## config.mk

```make
export PLATFORM = sky130hd
export DESIGN_NAME = text_markup_stripper_top_flat
export DESIGN_NICKNAME = d
export VERILOG_FILES = /design/src/tms_pkg.sv /design/src/tms_if.sv /design/src/tms_front.sv /design/src/tms_queue.sv /design/src/tms_back.sv /design/src/text_markup_stripper_top.sv /design/src/flat_wrapper.sv
export SDC_FILE = /design/constraint.sdc
export NUM_CORES = 2
export LEC_CHECK = 0
export BUFFER_PORTS_ARGS = -buffer_cell sky130_fd_sc_hd__buf_2
export CAP_MARGIN = 0
export CORE_MARGIN = 5
export CORE_UTILIZATION = 50
export CTS_CLUSTER_DIAMETER = 40
export DETAILED_ROUTE_END_ITERATION = 7
export PLACE_DENSITY = 0.64
export RECOVER_POWER = 50
export SETUP_SLACK_MARGIN = 0.2
export SYNTH_ARGS = -nofsm -noshare
export SYNTH_HDL_FRONTEND = slang
export SYNTH_SLANG_ARGS = --single-unit
```

## constraint.sdc

```tcl
create_clock -name clk_i -period 19.3 [get_ports clk_i]
set_input_delay 3.86 -clock clk_i [delete_from_list [all_inputs] [get_ports clk_i]]
set_output_delay 3.86 -clock clk_i [all_outputs]
set_load 0.02 [all_outputs]
```

## src/tms_pkg.sv

```systemverilog
// Shared types, constants and a helper function for the text markup stripper.
`timescale 1ns / 1ps
`default_nettype none

package tms_pkg;

  localparam int unsigned MAX_LENGTH    = 4096;
  localparam int unsigned STACK_DEPTH   = 10;
  localparam int unsigned QUEUE_DEPTH   = 4;
  localparam int unsigned NUM_STYLES    = 4;
  localparam int unsigned NUM_SLOTS     = 3 + NUM_STYLES;
  localparam int unsigned NUM_PAL_REGS  = 5;
  localparam int unsigned PAL_W         = 48;
  localparam int unsigned CFG_IDX_W     = 3;
  localparam int unsigned TPOS_W        = 13;
  localparam int unsigned MPOS_W        = 12;
  localparam int unsigned COLOR_W       = 24;
  localparam int unsigned NEST_W        = 8;
  localparam int unsigned SP_W          = $clog2(STACK_DEPTH);
  localparam int unsigned SLOT_W        = $clog2(NUM_SLOTS);

  localparam logic [NEST_W-1:0] NEST_MAX = '1;

  localparam logic [7:0] CH_FF = 8'h0C;
  localparam logic [7:0] CH_S  = 8'h73;
  localparam logic [7:0] CH_R  = 8'h72;
  localparam logic [7:0] CH_0  = 8'h30;
  localparam logic [7:0] CH_9  = 8'h39;
  localparam logic [7:0] CH_LB = 8'h62;
  localparam logic [7:0] CH_UB = 8'h42;
  localparam logic [7:0] CH_LI = 8'h69;
  localparam logic [7:0] CH_UI = 8'h49;
  localparam logic [7:0] CH_LU = 8'h75;
  localparam logic [7:0] CH_UU = 8'h55;
  localparam logic [7:0] CH_LT = 8'h74;
  localparam logic [7:0] CH_UT = 8'h54;

  localparam logic [SLOT_W-1:0] SLOT_FIRST = SLOT_W'(0);
  localparam logic [SLOT_W-1:0] SLOT_CODE  = SLOT_W'(1);
  localparam logic [SLOT_W-1:0] SLOT_COLOR = SLOT_W'(2);
  localparam logic [SLOT_W-1:0] SLOT_STYLE = SLOT_W'(3);

  typedef enum logic [2:0] {
    KIND_TEXT   = 3'd0,
    KIND_COLOR  = 3'd1,
    KIND_BOLD   = 3'd2,
    KIND_ITALIC = 3'd3,
    KIND_UNDER  = 3'd4,
    KIND_STRIKE = 3'd5,
    KIND_CODE   = 3'd6
  } kind_e;

  typedef logic [TPOS_W-1:0]  tpos_t;
  typedef logic [MPOS_W-1:0]  mpos_t;
  typedef logic [COLOR_W-1:0] color_t;
  typedef logic [NUM_PAL_REGS-1:0][PAL_W-1:0] pal_regs_t;

  typedef struct packed {
    kind_e                       first_kind;
    logic [7:0]                  text_byte;
    tpos_t                       text_pos;
    mpos_t                       markup_pos;
    logic                        code_valid;
    kind_e                       code_kind;
    tpos_t                       code_start;
    tpos_t                       code_end;
    color_t                      code_color;
    logic                        last;
    logic                        color_valid;
    tpos_t                       color_start;
    color_t                      color_color;
    logic [NUM_STYLES-1:0]       style_valid;
    logic [NUM_STYLES-1:0][TPOS_W-1:0] style_start;
    tpos_t                       end_pos;
  } item_t;

  typedef struct packed {
    kind_e      kind;
    logic [7:0] text_byte;
    tpos_t      text_pos;
    mpos_t      markup_pos;
    tpos_t      span_start;
    tpos_t      span_end;
    color_t     span_color;
    tpos_t      stripped_length;
    logic       last_result;
  } result_t;

  typedef struct packed {
    logic full;
  } q_status_t;

  function automatic color_t pal_color(input pal_regs_t regs, input logic [3:0] idx);
    logic [2:0]       sel;
    logic [PAL_W-1:0] pair;
    sel = idx[3:1];
    if (sel >= 3'(NUM_PAL_REGS)) begin
      sel = sel - 3'(NUM_PAL_REGS);
    end
    pair = regs[sel];
    return idx[0] ? pair[2*COLOR_W-1:COLOR_W] : pair[COLOR_W-1:0];
  endfunction

endpackage

`default_nettype wire

```

## src/tms_if.sv

```systemverilog
// Valid/ready channel interfaces for markup bytes and stripper results.
`timescale 1ns / 1ps
`default_nettype none

interface tms_in_if;
  logic       valid;
  logic       ready;
  logic [7:0] markup_byte;
  logic [23:0] base_color;
  logic       last_byte;

  modport source (output valid, markup_byte, base_color, last_byte, input ready);
  modport sink   (input valid, markup_byte, base_color, last_byte, output ready);
endinterface

interface tms_out_if import tms_pkg::*; ();
  logic                valid;
  logic                ready;
  logic [2:0]          kind;
  logic [7:0]          text_byte;
  logic [TPOS_W-1:0]   text_pos;
  logic [MPOS_W-1:0]   markup_pos;
  logic [TPOS_W-1:0]   span_start;
  logic [TPOS_W-1:0]   span_end;
  logic [COLOR_W-1:0]  span_color;
  logic [TPOS_W-1:0]   stripped_length;
  logic                last_result;

  modport source (output valid, kind, text_byte, text_pos, markup_pos, span_start, span_end,
                  span_color, stripped_length, last_result, input ready);
  modport sink   (input valid, kind, text_byte, text_pos, markup_pos, span_start, span_end,
                  span_color, stripped_length, last_result, output ready);
endinterface

`default_nettype wire

```

## src/tms_front.sv

```systemverilog
// Front end: accepts markup bytes, tracks string state and builds one queue record per byte.
`timescale 1ns / 1ps
`default_nettype none

module tms_front import tms_pkg::*; (
  input  wire logic                  clk_i,
  input  wire logic                  rst_ni,
  tms_in_if.sink                     in_i,
  input  wire logic                  cfg_we_i,
  input  wire logic [CFG_IDX_W-1:0]  cfg_idx_i,
  input  wire logic [PAL_W-1:0]      cfg_data_i,
  input  wire q_status_t             q_status_i,
  output logic                       push_o,
  output item_t                      item_o
);

  pal_regs_t pal_q;

  logic   fresh_q, fresh_d;
  logic   esc_q, esc_d;
  tpos_t  tpos_q, tpos_d;
  mpos_t  mpos_q, mpos_d;
  color_t color_q, color_d;
  logic   cso_q, cso_d;
  tpos_t  cstart_q, cstart_d;
  logic [SP_W-1:0] sp_q, sp_d;
  logic [7:0]      top_q, top_d;
  logic [NUM_STYLES-1:0] sopen_q, sopen_d;
  tpos_t           sstart_q [NUM_STYLES];
  tpos_t           sstart_d [NUM_STYLES];
  logic [NEST_W-1:0] nest_q [NUM_STYLES];
  logic [NEST_W-1:0] nest_d [NUM_STYLES];

  logic [7:0] stack_q [STACK_DEPTH];
  logic            stk_we;
  logic [SP_W-1:0] stk_wa;
  logic [7:0]      stk_wd;
  logic [SP_W-1:0] stk_ra;

  logic   e_esc, e_cso;
  tpos_t  e_tpos, e_cstart;
  mpos_t  e_mpos;
  color_t e_color;
  logic [SP_W-1:0] e_sp;
  logic [7:0]      e_top;
  logic [NUM_STYLES-1:0] e_sopen;
  logic [NEST_W-1:0] e_nest [NUM_STYLES];

  logic [7:0] b;
  logic       is_code, is_ff, is_text;
  logic       is_style, s_opens;
  logic [1:0] sidx;
  logic [7:0] v;
  color_t     newc;
  logic [NEST_W-1:0] nest_dec;
  item_t      item;

  assign in_i.ready = !q_status_i.full;
  assign push_o     = in_i.valid && in_i.ready;
  assign item_o     = item;
  assign b          = in_i.markup_byte;

  always_comb begin
    e_esc    = fresh_q ? 1'b0 : esc_q;
    e_tpos   = fresh_q ? '0 : tpos_q;
    e_mpos   = fresh_q ? '0 : mpos_q;
    e_color  = fresh_q ? in_i.base_color : color_q;
    e_cso    = fresh_q ? 1'b1 : cso_q;
    e_cstart = fresh_q ? '0 : cstart_q;
    e_sp     = fresh_q ? '0 : sp_q;
    e_top    = fresh_q ? '0 : top_q;
    e_sopen  = fresh_q ? '0 : sopen_q;
    for (int k = 0; k < NUM_STYLES; k++) begin
      e_nest[k] = fresh_q ? '0 : nest_q[k];
    end
  end

  always_comb begin
    is_style = 1'b1;
    s_opens  = 1'b0;
    sidx     = 2'd0;
    unique case (b)
      CH_LB: begin sidx = 2'd0; s_opens = 1'b1; end
      CH_UB: begin sidx = 2'd0; end
      CH_LI: begin sidx = 2'd1; s_opens = 1'b1; end
      CH_UI: begin sidx = 2'd1; end
      CH_LU: begin sidx = 2'd2; s_opens = 1'b1; end
      CH_UU: begin sidx = 2'd2; end
      CH_LT: begin sidx = 2'd3; s_opens = 1'b1; end
      CH_UT: begin sidx = 2'd3; end
      default: is_style = 1'b0;
    endcase
  end

  assign stk_ra = (e_sp != '0) ? e_sp - SP_W'(1) : '0;

  always_comb begin
    is_code = e_esc;
    is_ff   = !e_esc && (b == CH_FF) && !in_i.last_byte;
    is_text = !is_code && !is_ff;

    esc_d    = 1'b0;
    tpos_d   = e_tpos;
    mpos_d   = (e_mpos != mpos_t'(MAX_LENGTH - 1)) ? e_mpos + mpos_t'(1) : e_mpos;
    color_d  = e_color;
    cso_d    = e_cso;
    cstart_d = e_cstart;
    sp_d     = e_sp;
    top_d    = e_top;
    sopen_d  = e_sopen;
    for (int k = 0; k < NUM_STYLES; k++) begin
      sstart_d[k] = sstart_q[k];
      nest_d[k]   = e_nest[k];
    end
    fresh_d  = 1'b0;

    stk_we   = fresh_q;
    stk_wa   = '0;
    stk_wd   = '0;
    v        = '0;
    newc     = in_i.base_color;
    nest_dec = '0;

    item             = '0;
    item.first_kind  = is_text ? KIND_TEXT : KIND_CODE;
    item.text_byte   = is_text ? b : 8'd0;
    item.text_pos    = e_tpos;
    item.markup_pos  = e_mpos;
    item.code_kind   = KIND_COLOR;

    if (is_code) begin
      if (is_style) begin
        if (s_opens) begin
          if (!e_sopen[sidx]) begin
            sopen_d[sidx]  = 1'b1;
            sstart_d[sidx] = e_tpos;
          end
          if (e_nest[sidx] != NEST_MAX) begin
            nest_d[sidx] = e_nest[sidx] + NEST_W'(1);
          end
        end else if (e_sopen[sidx]) begin
          nest_dec = (e_nest[sidx] != '0) ? e_nest[sidx] - NEST_W'(1) : e_nest[sidx];
          nest_d[sidx] = nest_dec;
          if (nest_dec == '0) begin
            item.code_valid = 1'b1;
            item.code_kind  = kind_e'(3'(KIND_BOLD) + 3'(sidx));
            item.code_start = sstart_q[sidx];
            item.code_end   = e_tpos;
            sopen_d[sidx]   = 1'b0;
          end
        end
      end else begin
        if (b == CH_S) begin
          v = e_top;
          if (32'(e_sp) + 32'd1 < 32'(STACK_DEPTH)) begin
            sp_d   = e_sp + SP_W'(1);
            stk_we = 1'b1;
            stk_wa = e_sp + SP_W'(1);
            stk_wd = e_top;
          end
        end else begin
          if (b == CH_R) begin
            sp_d  = stk_ra;
            v     = stack_q[stk_ra];
            top_d = v;
          end else begin
            stk_we = 1'b1;
            stk_wa = e_sp;
            stk_wd = b;
            top_d  = b;
            v      = b;
          end
          if (v >= CH_0 && v <= CH_9) begin
            newc = pal_color(pal_q, 4'(v - CH_0));
          end
        end
        if (e_cso) begin
          item.code_valid = 1'b1;
          item.code_kind  = KIND_COLOR;
          item.code_start = e_cstart;
          item.code_end   = e_tpos + tpos_t'(1);
          item.code_color = e_color;
          cso_d           = 1'b0;
        end
        color_d = newc;
      end
    end else if (is_ff) begin
      esc_d = 1'b1;
    end else begin
      if (!e_cso) begin
        cso_d    = 1'b1;
        cstart_d = e_tpos;
      end
      if (e_tpos < tpos_t'(MAX_LENGTH)) begin
        tpos_d = e_tpos + tpos_t'(1);
      end
    end

    item.last        = in_i.last_byte;
    item.color_valid = cso_d;
    item.color_start = cstart_d;
    item.color_color = color_d;
    item.style_valid = sopen_d;
    for (int k = 0; k < NUM_STYLES; k++) begin
      item.style_start[k] = sstart_d[k];
    end
    item.end_pos     = tpos_d;

    if (in_i.last_byte) begin
      cso_d   = 1'b0;
      sopen_d = '0;
      esc_d   = 1'b0;
      fresh_d = 1'b1;
      for (int k = 0; k < NUM_STYLES; k++) begin
        nest_d[k] = '0;
      end
    end
  end

  always_ff @(posedge clk_i or negedge rst_ni) begin
    if (!rst_ni) begin
      pal_q <= '1;
    end else if (cfg_we_i && (cfg_idx_i < CFG_IDX_W'(NUM_PAL_REGS))) begin
      pal_q[cfg_idx_i] <= cfg_data_i;
    end
  end

  always_ff @(posedge clk_i or negedge rst_ni) begin
    if (!rst_ni) begin
      fresh_q  <= 1'b1;
      esc_q    <= 1'b0;
      tpos_q   <= '0;
      mpos_q   <= '0;
      color_q  <= '0;
      cso_q    <= 1'b0;
      cstart_q <= '0;
      sp_q     <= '0;
      top_q    <= '0;
      sopen_q  <= '0;
      for (int k = 0; k < NUM_STYLES; k++) begin
        sstart_q[k] <= '0;
        nest_q[k]   <= '0;
      end
    end else if (push_o) begin
      fresh_q  <= fresh_d;
      esc_q    <= esc_d;
      tpos_q   <= tpos_d;
      mpos_q   <= mpos_d;
      color_q  <= color_d;
      cso_q    <= cso_d;
      cstart_q <= cstart_d;
      sp_q     <= sp_d;
      top_q    <= top_d;
      sopen_q  <= sopen_d;
      for (int k = 0; k < NUM_STYLES; k++) begin
        sstart_q[k] <= sstart_d[k];
        nest_q[k]   <= nest_d[k];
      end
    end
  end

  always_ff @(posedge clk_i) begin
    if (push_o && stk_we) begin
      stack_q[stk_wa] <= stk_wd;
    end
  end

  assert property (@(posedge clk_i) disable iff (!rst_ni)
    32'(sp_q) < 32'(STACK_DEPTH))
    else $error("Color stack pointer ran past the stack depth.");

  assert property (@(posedge clk_i) disable iff (!rst_ni)
    push_o && in_i.last_byte |=> fresh_q && !esc_q && (sopen_q == '0) && !cso_q)
    else $error("String state was not closed after the final byte.");

endmodule

`default_nettype wire

```

## src/tms_queue.sv

```systemverilog
// Short record queue between the front end and the result expander.
`timescale 1ns / 1ps
`default_nettype none

module tms_queue import tms_pkg::*; (
  input  wire logic  clk_i,
  input  wire logic  rst_ni,
  input  wire logic  push_i,
  input  wire item_t item_i,
  input  wire logic  pop_i,
  output q_status_t  status_o,
  output logic       head_valid_o,
  output item_t      head_o
);

  localparam int unsigned PTR_W = $clog2(QUEUE_DEPTH);
  localparam int unsigned CNT_W = $clog2(QUEUE_DEPTH + 1);

  item_t             mem_q [QUEUE_DEPTH];
  logic [PTR_W-1:0]  wr_q, wr_d;
  logic [PTR_W-1:0]  rd_q, rd_d;
  logic [CNT_W-1:0]  cnt_q, cnt_d;

  assign status_o.full = (cnt_q == CNT_W'(QUEUE_DEPTH));
  assign head_valid_o  = (cnt_q != '0);
  assign head_o        = mem_q[rd_q];

  always_comb begin
    wr_d  = wr_q;
    rd_d  = rd_q;
    cnt_d = cnt_q;
    if (push_i) begin
      wr_d = (wr_q == PTR_W'(QUEUE_DEPTH - 1)) ? '0 : wr_q + PTR_W'(1);
    end
    if (pop_i) begin
      rd_d = (rd_q == PTR_W'(QUEUE_DEPTH - 1)) ? '0 : rd_q + PTR_W'(1);
    end
    if (push_i && !pop_i) begin
      cnt_d = cnt_q + CNT_W'(1);
    end else if (pop_i && !push_i) begin
      cnt_d = cnt_q - CNT_W'(1);
    end
  end

  always_ff @(posedge clk_i or negedge rst_ni) begin
    if (!rst_ni) begin
      wr_q  <= '0;
      rd_q  <= '0;
      cnt_q <= '0;
    end else begin
      wr_q  <= wr_d;
      rd_q  <= rd_d;
      cnt_q <= cnt_d;
    end
  end

  always_ff @(posedge clk_i) begin
    if (push_i) begin
      mem_q[wr_q] <= item_i;
    end
  end

  assert property (@(posedge clk_i) disable iff (!rst_ni)
    !(pop_i && cnt_q == '0) && !(push_i && cnt_q == CNT_W'(QUEUE_DEPTH)))
    else $error("Queue overflow or underflow.");

endmodule

`default_nettype wire

```

## src/tms_back.sv

```systemverilog
// Back end: expands each queued record into its results, one transfer per cycle while the receiver is ready.
`timescale 1ns / 1ps
`default_nettype none

module tms_back import tms_pkg::*; (
  input  wire logic  clk_i,
  input  wire logic  rst_ni,
  input  wire logic  head_valid_i,
  input  wire item_t head_i,
  output logic       pop_o,
  tms_out_if.source  out_o
);

  logic [NUM_SLOTS-1:0] done_q, done_d;
  logic [NUM_SLOTS-1:0] pend, rem, pick, after;
  logic [SLOT_W-1:0]    slot;
  logic [1:0]           sk;
  logic                 found, is_last, load;
  logic                 out_valid_q, out_valid_d;
  result_t              out_q, res;

  always_comb begin
    pend[0] = 1'b1;
    pend[1] = head_i.code_valid;
    pend[2] = head_i.last && head_i.color_valid;
    for (int k = 0; k < NUM_STYLES; k++) begin
      pend[3+k] = head_i.last && head_i.style_valid[k];
    end
    rem   = pend & ~done_q;
    pick  = '0;
    slot  = '0;
    found = 1'b0;
    for (int s = 0; s < NUM_SLOTS; s++) begin
      if (rem[s] && !found) begin
        found   = 1'b1;
        pick[s] = 1'b1;
        slot    = SLOT_W'(s);
      end
    end
    after   = rem & ~pick;
    is_last = (after == '0);
    load    = head_valid_i && (!out_valid_q || out_o.ready);
    pop_o   = load && is_last;
    done_d  = done_q;
    if (load) begin
      done_d = is_last ? '0 : (done_q | pick);
    end
    out_valid_d = load ? 1'b1 : (out_o.ready ? 1'b0 : out_valid_q);
  end

  always_comb begin
    sk              = 2'(slot - SLOT_STYLE);
    res             = '0;
    res.text_pos    = head_i.text_pos;
    res.markup_pos  = head_i.markup_pos;
    res.last_result = is_last;
    res.stripped_length = (is_last && head_i.last) ? head_i.end_pos : '0;
    case (slot)
      SLOT_FIRST: begin
        res.kind      = head_i.first_kind;
        res.text_byte = head_i.text_byte;
      end
      SLOT_CODE: begin
        res.kind       = head_i.code_kind;
        res.span_start = head_i.code_start;
        res.span_end   = head_i.code_end;
        res.span_color = head_i.code_color;
      end
      SLOT_COLOR: begin
        res.kind       = KIND_COLOR;
        res.span_start = head_i.color_start;
        res.span_end   = head_i.end_pos;
        res.span_color = head_i.color_color;
      end
      default: begin
        res.kind       = kind_e'(3'(KIND_BOLD) + 3'(sk));
        res.span_start = head_i.style_start[sk];
        res.span_end   = head_i.end_pos;
      end
    endcase
  end

  always_ff @(posedge clk_i or negedge rst_ni) begin
    if (!rst_ni) begin
      done_q      <= '0;
      out_valid_q <= 1'b0;
    end else begin
      done_q      <= done_d;
      out_valid_q <= out_valid_d;
    end
  end

  always_ff @(posedge clk_i) begin
    if (load) begin
      out_q <= res;
    end
  end

  assign out_o.valid           = out_valid_q;
  assign out_o.kind            = out_q.kind;
  assign out_o.text_byte       = out_q.text_byte;
  assign out_o.text_pos        = out_q.text_pos;
  assign out_o.markup_pos      = out_q.markup_pos;
  assign out_o.span_start      = out_q.span_start;
  assign out_o.span_end        = out_q.span_end;
  assign out_o.span_color      = out_q.span_color;
  assign out_o.stripped_length = out_q.stripped_length;
  assign out_o.last_result     = out_q.last_result;

  assert property (@(posedge clk_i) disable iff (!rst_ni)
    head_valid_i |-> (rem != '0))
    else $error("Queue head has no result left to send.");

endmodule

`default_nettype wire

```

## src/text_markup_stripper_top.sv

```systemverilog
// Top level of the text markup stripper: front end, record queue and result expander.
`timescale 1ns / 1ps
`default_nettype none

// The block takes one markup byte per cycle while its four-entry record queue has room and
// turns each byte into one to six results, which leave through a registered output at one
// transfer per cycle while the receiver is ready. A byte that yields a single result then
// sustains one byte per cycle; a byte that yields several results occupies the output for
// one transfer per result, and the queue soaks up the burst of span closes at the end of a
// string. The first result of a byte passes through the record queue and then the output
// register before it is presented. Palette registers reset to white. The user must write
// them through the plain write port while idle; the block itself does not enforce it.
module text_markup_stripper_top import tms_pkg::*; (
  input  wire logic                 clk_i,
  input  wire logic                 rst_ni,
  tms_in_if.sink                    in_i,
  tms_out_if.source                 out_o,
  input  wire logic                 cfg_we_i,
  input  wire logic [CFG_IDX_W-1:0] cfg_idx_i,
  input  wire logic [PAL_W-1:0]     cfg_data_i
);

  q_status_t q_status;
  logic      push;
  item_t     item;
  logic      head_valid;
  item_t     head;
  logic      pop;

  tms_front u_front (
    .clk_i      (clk_i),
    .rst_ni     (rst_ni),
    .in_i       (in_i),
    .cfg_we_i   (cfg_we_i),
    .cfg_idx_i  (cfg_idx_i),
    .cfg_data_i (cfg_data_i),
    .q_status_i (q_status),
    .push_o     (push),
    .item_o     (item)
  );

  tms_queue u_queue (
    .clk_i        (clk_i),
    .rst_ni       (rst_ni),
    .push_i       (push),
    .item_i       (item),
    .pop_i        (pop),
    .status_o     (q_status),
    .head_valid_o (head_valid),
    .head_o       (head)
  );

  tms_back u_back (
    .clk_i        (clk_i),
    .rst_ni       (rst_ni),
    .head_valid_i (head_valid),
    .head_i       (head),
    .pop_o        (pop),
    .out_o        (out_o)
  );

endmodule

`default_nettype wire
```

## src/flat_wrapper.sv

```systemverilog
// flat-port wrapper written by rule: the top's interface ports become plain ports
module text_markup_stripper_top_flat import tms_pkg::*;
  (clk_i, rst_ni, cfg_we_i, cfg_idx_i, cfg_data_i, in_i_valid, in_i_markup_byte, in_i_base_color, in_i_last_byte, in_i_ready, out_o_valid, out_o_kind, out_o_text_byte, out_o_text_pos, out_o_markup_pos, out_o_span_start, out_o_span_end, out_o_span_color, out_o_stripped_length, out_o_last_result, out_o_ready);
  tms_in_if in_i_i ();
  tms_out_if out_o_i ();
  input  wire logic clk_i;
  input  wire logic rst_ni;
  input  wire logic cfg_we_i;
  input  wire logic [CFG_IDX_W-1:0] cfg_idx_i;
  input  wire logic [PAL_W-1:0] cfg_data_i;
  input wire logic [$bits(in_i_i.valid)-1:0] in_i_valid;
  input wire logic [$bits(in_i_i.markup_byte)-1:0] in_i_markup_byte;
  input wire logic [$bits(in_i_i.base_color)-1:0] in_i_base_color;
  input wire logic [$bits(in_i_i.last_byte)-1:0] in_i_last_byte;
  output wire logic [$bits(in_i_i.ready)-1:0] in_i_ready;
  output wire logic [$bits(out_o_i.valid)-1:0] out_o_valid;
  output wire logic [$bits(out_o_i.kind)-1:0] out_o_kind;
  output wire logic [$bits(out_o_i.text_byte)-1:0] out_o_text_byte;
  output wire logic [$bits(out_o_i.text_pos)-1:0] out_o_text_pos;
  output wire logic [$bits(out_o_i.markup_pos)-1:0] out_o_markup_pos;
  output wire logic [$bits(out_o_i.span_start)-1:0] out_o_span_start;
  output wire logic [$bits(out_o_i.span_end)-1:0] out_o_span_end;
  output wire logic [$bits(out_o_i.span_color)-1:0] out_o_span_color;
  output wire logic [$bits(out_o_i.stripped_length)-1:0] out_o_stripped_length;
  output wire logic [$bits(out_o_i.last_result)-1:0] out_o_last_result;
  input wire logic [$bits(out_o_i.ready)-1:0] out_o_ready;
  assign in_i_i.valid = in_i_valid;
  assign in_i_i.markup_byte = in_i_markup_byte;
  assign in_i_i.base_color = in_i_base_color;
  assign in_i_i.last_byte = in_i_last_byte;
  assign in_i_ready = in_i_i.ready;
  assign out_o_valid = out_o_i.valid;
  assign out_o_kind = out_o_i.kind;
  assign out_o_text_byte = out_o_i.text_byte;
  assign out_o_text_pos = out_o_i.text_pos;
  assign out_o_markup_pos = out_o_i.markup_pos;
  assign out_o_span_start = out_o_i.span_start;
  assign out_o_span_end = out_o_i.span_end;
  assign out_o_span_color = out_o_i.span_color;
  assign out_o_stripped_length = out_o_i.stripped_length;
  assign out_o_last_result = out_o_i.last_result;
  assign out_o_i.ready = out_o_ready;
  text_markup_stripper_top u_core (.clk_i(clk_i), .rst_ni(rst_ni), .in_i(in_i_i), .out_o(out_o_i), .cfg_we_i(cfg_we_i), .cfg_idx_i(cfg_idx_i), .cfg_data_i(cfg_data_i));
endmodule
```

Yosys cells after proc, flatten, opt, wreduce, memory -nomap -nowiden
Memory sizes are Yosys's and may differ from the RTL's.
Index checks and enable logic that the tools add are counted.
{"block": "word_totals", "n_memories": 2, "register_bits": 520, "out_inout_bits": 102, "ramBits": 872, "word_cells": 301, "input_bits": 89}
{"memory": "u_core.u_queue.mem_q", "words": 4, "word_bits": 198, "read_ports": 1, "rd_ports_with_merged_regs": 0, "write_ports": 1, "line_no": "tms_queue.sv:19", "text": "item_t mem_q [QUEUE_DEPTH];"}
{"memory": "u_core.u_front.stack_q", "words": 10, "word_bits": 8, "read_ports": 1, "rd_ports_with_merged_regs": 0, "write_ports": 1, "line_no": "tms_front.sv:34", "text": "logic [7:0] stack_q [STACK_DEPTH];"}
{"block": "op_classes", "n_lt_le_gt_ge": 14, "eq_ne": 18, "reduce_logical": 53, "n_mux": 152, "n_addsub": 16, "bitwise_logic": 9}
{"cell": "$bwmux 240", "count": 1}
{"cell": "$mux 52", "count": 4}
{"cell": "$mux 32", "count": 6}
{"cell": "$mux 8", "count": 22}
{"cell": "$mux 24", "count": 7}
{"cell": "$mux 13", "count": 12}
{"cell": "$bmux 48 s3", "count": 1}
{"cell": "$demux 48 s3", "count": 1}
{"cell": "$mux 30", "count": 4}
{"cell": "$mux 54", "count": 2}
{"cell": "$mux 48", "count": 2}
{"cell": "$eq 8x7->1 const B", "count": 10}
{"cell": "$mux 4", "count": 20}
{"cell": "$pmux 26 s3", "count": 1}
{"cell": "$bwmux 32", "count": 2}
{"cell": "$bmux 13 s2", "count": 2}
{"cell": "$bwmux 52", "count": 1}
{"cell": "$pmux 24 s2", "count": 1}
{"cell": "$mux 3", "count": 13}
{"cell": "$mux 1", "count": 38}
{"cell": "$demux 13 s2", "count": 1}
{"cell": "$logic_and 1x1->1", "count": 26}
{"cell": "$mux 12", "count": 2}
{"cell": "$bmux 8 s2", "count": 1}
{"cell": "57 further kinds", "count": 82}

Logic depth before layout (Yosys ltp)
An unclocked memory read counts as a cell.
{"block": "depth", "ltp_word": 29, "depth_mapped": 23, "ltp_nobuf": 18}

By module
A second synthesis with hierarchy kept.
{"block": "hier_totals", "hier_cells": 4119, "area_unflattened_um2": 60813.3}
{"mod": "tms_queue", "seq_area_each_um2": 23958.0, "area_per_inst_um2": 29015.3, "n_inst": 1, "cells_each": 1071}
{"mod": "tms_front", "seq_area_each_um2": 12838.6, "area_per_inst_um2": 26912.1, "n_inst": 1, "cells_each": 2725}
{"mod": "tms_back", "seq_area_each_um2": 3203.1, "area_per_inst_um2": 4885.9, "n_inst": 1, "cells_each": 323}

Worst setup path after synthesis
OpenSTA, ideal clock, no wires.
{"block": "synth_path", "kind": "input to register", "from": "input port out_o_ready", "to": "register u_core.u_queue.cnt_q[1]", "path_buffers": 1, "setup_time_ns": 0.125, "required_ns": 19.175, "slack_ns": 8.308, "cell_stages": 9, "t_arrival_ns": 10.867, "cell_sequence": "inv_1 a21oi_1 and3_1 clkbuf_1 inv_1 ha_1 inv_1 fa_1 mux2_2"}
{"block": "synth_between", "elab_chain_cells": 6, "word_cells_on_any_way": 8, "cone_classes": "1 x mux; 7 x reduce/logical"}
{"element": "start, declared", "line_no": "flat_wrapper.sv:26", "text": "input wire logic [$bits(out_o_i.ready)-1:0] out_o_ready;"}
{"element": "$logic_or 1x1->1", "line_no": "tms_back.sv:42", "text": "load = head_valid_i && (!out_valid_q || out_o.ready);"}
{"element": "$logic_and 1x1->1", "line_no": "tms_back.sv:42"}
{"element": "named net u_core.u_back.load", "line_no": "tms_back.sv:18", "text": "logic found, is_last, load;"}
{"element": "$logic_and 1x1->1", "line_no": "tms_back.sv:43", "text": "pop_o = load && is_last;"}
{"element": "$logic_not 1->1", "line_no": "tms_queue.sv:38", "text": "if (push_i && !pop_i) begin"}
{"element": "$logic_and 1x1->1", "line_no": "tms_queue.sv:38"}
{"element": "$mux 3", "line_no": "tms_queue.sv:38"}
{"element": "named net u_core.u_queue.cnt_d[1]", "line_no": "tms_queue.sv:22", "text": "logic [CNT_W-1:0] cnt_q, cnt_d;"}
{"element": "end signal, assigned", "line_no": "tms_queue.sv:53", "text": "cnt_q <= cnt_d;"}
{"element": "end, declared", "line_no": "tms_queue.sv:22"}
The timed path passes the listed nets, and every way through them passes these cells.
A chain may end at the register's enable or synchronous reset.

==> run_results.csv <==
group,metric,value,unit
status,status,"finished, violations left",
status,violations,"design-rule violations, max-capacitance violations, max-slew violations",
die,pin_count,191,
logic_synthesis,syn_avg_cell_area,15.6,um^2
critical_path,path_cells,"clkbuf_1 -> clkbuf_1 -> buf_4",
clock_tree,cts_tree,"built",
die,die-area,0.126,mm^2
logic_synthesis,synth_edf_count,964,
place,gp_congestion,0.897,
logic_synthesis,synth_nets,3911,
clock_tree,clockBufferDepth,3,
clock_tree,cts-htree-levels,4,
power_and_ir_drop,power_density,157,mW/mm^2
logic_synthesis,yosys_warnings,0,
routing,totalWireLength,151000,um
sta,setup_tns,0,ns
routing,wl_per_cell,26.5,um
place,place_hpwl,90800,um
logic_synthesis,syn_area,0.0594,mm^2
sta,fin_crit,11.64,ns
critical_path,crit_family,"buffers and inverters",
sta,hold_viol,0,
die,die_w,355,um
routing,first_iter_violations,3215,
sta,finalCritPeriodShare,60.3,%
final_layout,syn_to_final_growth,14.1,%
clock_tree,clk_latency,0.81,ns
grt,grt_max_degree,106,
routing,top_layer,"met5",
logic_synthesis,synth_ff_type,"edfxtp_1",
run,drv_cap,31,
grt,grt.overflow.total,0,
final_layout,drive_above_1_share,32.4,%
clock_tree,cts-buffers-inserted,172,
place,portBuffers,190,
power_and_ir_drop,peakVddDrop,152,uV
place,postPlaceCellArea,0.0620,mm^2
critical_path,crit_required,20.07,ns
clock_tree,clockRootBuffer,"clkbuf_16",
sta,hold_slack,0.494,ns
critical_path,cpPeakStageDelay,4.45,ns
logic_synthesis,synthCells,3800,
routing,postRouteAntennaNets,0,
routing,drc,3,
sta,worst_pin_slew,6.64,ns
grt,globalRouteTotalUtil,24.0,%
sta,rsz0062_at_grt,"false",
clock_tree,clock-sinks,1384,
sta,slew_headroom,-343,%
logic_synthesis,ys_ff_latch,1384,
final_layout,fin_util,57.4,%
critical_path,arrival,12.41,ns
critical_path,critical_path_peak_fanout,105,
sta,setup_viol,0,
grt,antenna_found_initial,13,
logic_synthesis,synth.largest_area_cell,"edfxtp_1",
critical_path,cp_slowest_cell,"clkbuf_1",
logic_synthesis,yosysTopAreaCellShare,48.8,%
critical_path,path_class,"in2async",
routing,met1_length,61700,um
place,place_inst,5367,
logic_synthesis,synthDistinctLibCells,97,
die,die_h,355,um
die,initial_core_util,50.3,%
clock_tree,cts.clk_slew.worst_paths,0.05,ns
critical_path,cp_common_cell,"clkbuf_1",
critical_path,start_kind,"input pin",
power_and_ir_drop,leakagePower,24.4,nW
clock_tree,cts_resized,0,
routing,wl_met2,73100,um
routing,routed-wl-met3,10500,um
routing,vias,34606,
clock_tree,cts_setup_buffers,0,
logic_synthesis,netlist_top_cells_area,"edfxtp_1, dfstp_2, mux4_2",
sta,fin_skew,0.0489,ns
die,rows,126,
die,core_area,0.118,mm^2
logic_synthesis,seq_area_frac_synth,67.0,%
critical_path,crit_buf_inv,3,
grt,grt_first_pass_wirelength,227000,um
clock_tree,postCtsHoldBufs,0,
routing,vias_per_cell,6.07,
final_layout,finalNonFillerCells,5699,
min_path,hold_path.class,"reg2reg",
sta,max_freq,0.0859,GHz
critical_path,critPathCaptureType,"async pin",
sta,slew_viol_final,1560,
final_layout,nets,4116,
grt,grt_pass1_vias,35401,
routing,dr.pass1.iters,8,
logic_synthesis,async_flop_share,30.3,%
final_layout,design_area,0.0678,mm^2
==> layout by cell type, fill, tap and decap left out, drive strengths merged, types with 27 or more instances in the layout <==
master and count:
nand2 505, edfxtp 964, a21oi 77, mux2 313, clkbuf 316, and3 49, o21ai 106, a31oi 38
mux2i 60, mux4 253, nor2b 39, o221a 48, nor2 160, nor3 33, dfrtp 179, dfstp 241
nand3 45, a22o 60, or2 55, and2 27, buf 155, clkinv 61, inv 55
==> cell usage after synthesis (48+ instances only) <==
library cell and number:
a22o_1 60, mux2_2 311, and3_1 49, mux2i_1 60, nor2_1 158, edfxtp_1 964
dfstp_2 241, dfrtp_1 179, mux4_2 253, a21oi_1 77, nand2_1 505, o221a_2 48
o21ai_0 97, clkbuf_1 169
==> kinds of logic (layout without fill, tap and decap cells) <==
group,after synthesis,after routing,synth area share (%)
xor gates and xnor gates,25,25,0.369
muxes,626,626,16.6
DFF,1384,1384,67.0
AOI/OAI and AO/OA,502,502,6.35
other,0,7,0
adders and majority gates,24,24,0.510
and+or+nand+nor,970,970,7.40
buffers and inverters,269,625,1.86
==> final cells by class <==
cell class                 instances  area [um^2]
tap                             1536         1920
clock buffer                     206         4550
inverter                          35          133
antenna                            7         17.5
timing repair buffer             265         1300
multi-input combinational       2147        18600
clock inverter                   119         1490
sequential                      1384        39800
fill                            9081        50300
==> worst register-to-register path, delay by kind of cell (launching register included) <==
| kind | cells | cell delay, ns |
|---|---|---|
| DFF | 1 | 0.82 |
| AOI/OAI and AO/OA | 6 | 1.73 |
| muxes | 2 | 0.80 |
| buffers and inverters | 6 | 3.78 |
| and+or+nand+nor | 4 | 1.43 |
| adders and majority gates | 2 | 0.66 |
==> registers in the layout (all words and copies together), names as in the netlist, 8 cells and up <==
name                                 count
u_core.u_back.out_o.stripped_length     13
u_core.u_front.sstart_q                 52
u_core.u_back.out_o.markup_pos          12
u_core.u_back.out_o.span_end            13
u_core.u_front.nest_q                   32
u_core.u_front.pal_q                   240
u_core.u_back.out_o.span_color          24
u_core.u_back.out_o.text_pos            13
u_core.u_queue.mem_q                   784
u_core.u_front.tpos_q                   13
u_core.u_front.top_q                     8
u_core.u_front.cstart_q                 13
u_core.u_back.out_o.text_byte            8
u_core.u_front.mpos_q                   12
u_core.u_back.out_o.span_start          13
u_core.u_front.color_q                  24
u_core.u_front.stack_q                  80
==> stage by stage <==
| step | power (mW) | setup slack [ns] |
|---|---|---|
| floorplan | 6.35 | 8.31 |
| global placement | 7.32 | 10.63 |
| detailed placement | 7.36 | 10.41 |
| CTS | 10.7 | 11.30 |
| global route | 11.1 | 6.06 |
| finish | 10.6 | 7.66 |
==> per-layer routing <==
layer,global-route usage (%),up-vias
li1,-,15121
met1,32.3,17858
met2,38.9,1314
met3,5.03,305
met4,9.11,8
met5,0,-
==> report_power, final <==
group / total (mW) / internal (mW) / switching [mW]
sequential: 4.40 / 4.10 / 0.298
combinational: 2.89 / 1.16 / 1.73
clock: 3.32 / 2.00 / 1.32
total: 10.6 / 7.26 / 3.35
==> worst paths after layout <==
path                                             from                           to  slack, ns  cells past startpoint
setup / recovery                               rst_ni    u_core.u_front.color_q[1]       7.66                      3
hold / removal             u_core.u_front.sstart_q[1]   u_core.u_front.sstart_q[1]       0.49                      2
setup reg to reg               u_core.u_front.fresh_q  u_core.u_queue.mem_q[3][79]       9.81                     20
hold reg to reg            u_core.u_front.sstart_q[1]   u_core.u_front.sstart_q[1]       0.49                      2
max in group clk_i             u_core.u_front.fresh_q  u_core.u_queue.mem_q[3][79]       9.81                     20
min in group asynchronous                      rst_ni     u_core.u_front.tpos_q[6]       5.50                      1
(Power assumes the default switching activity.)
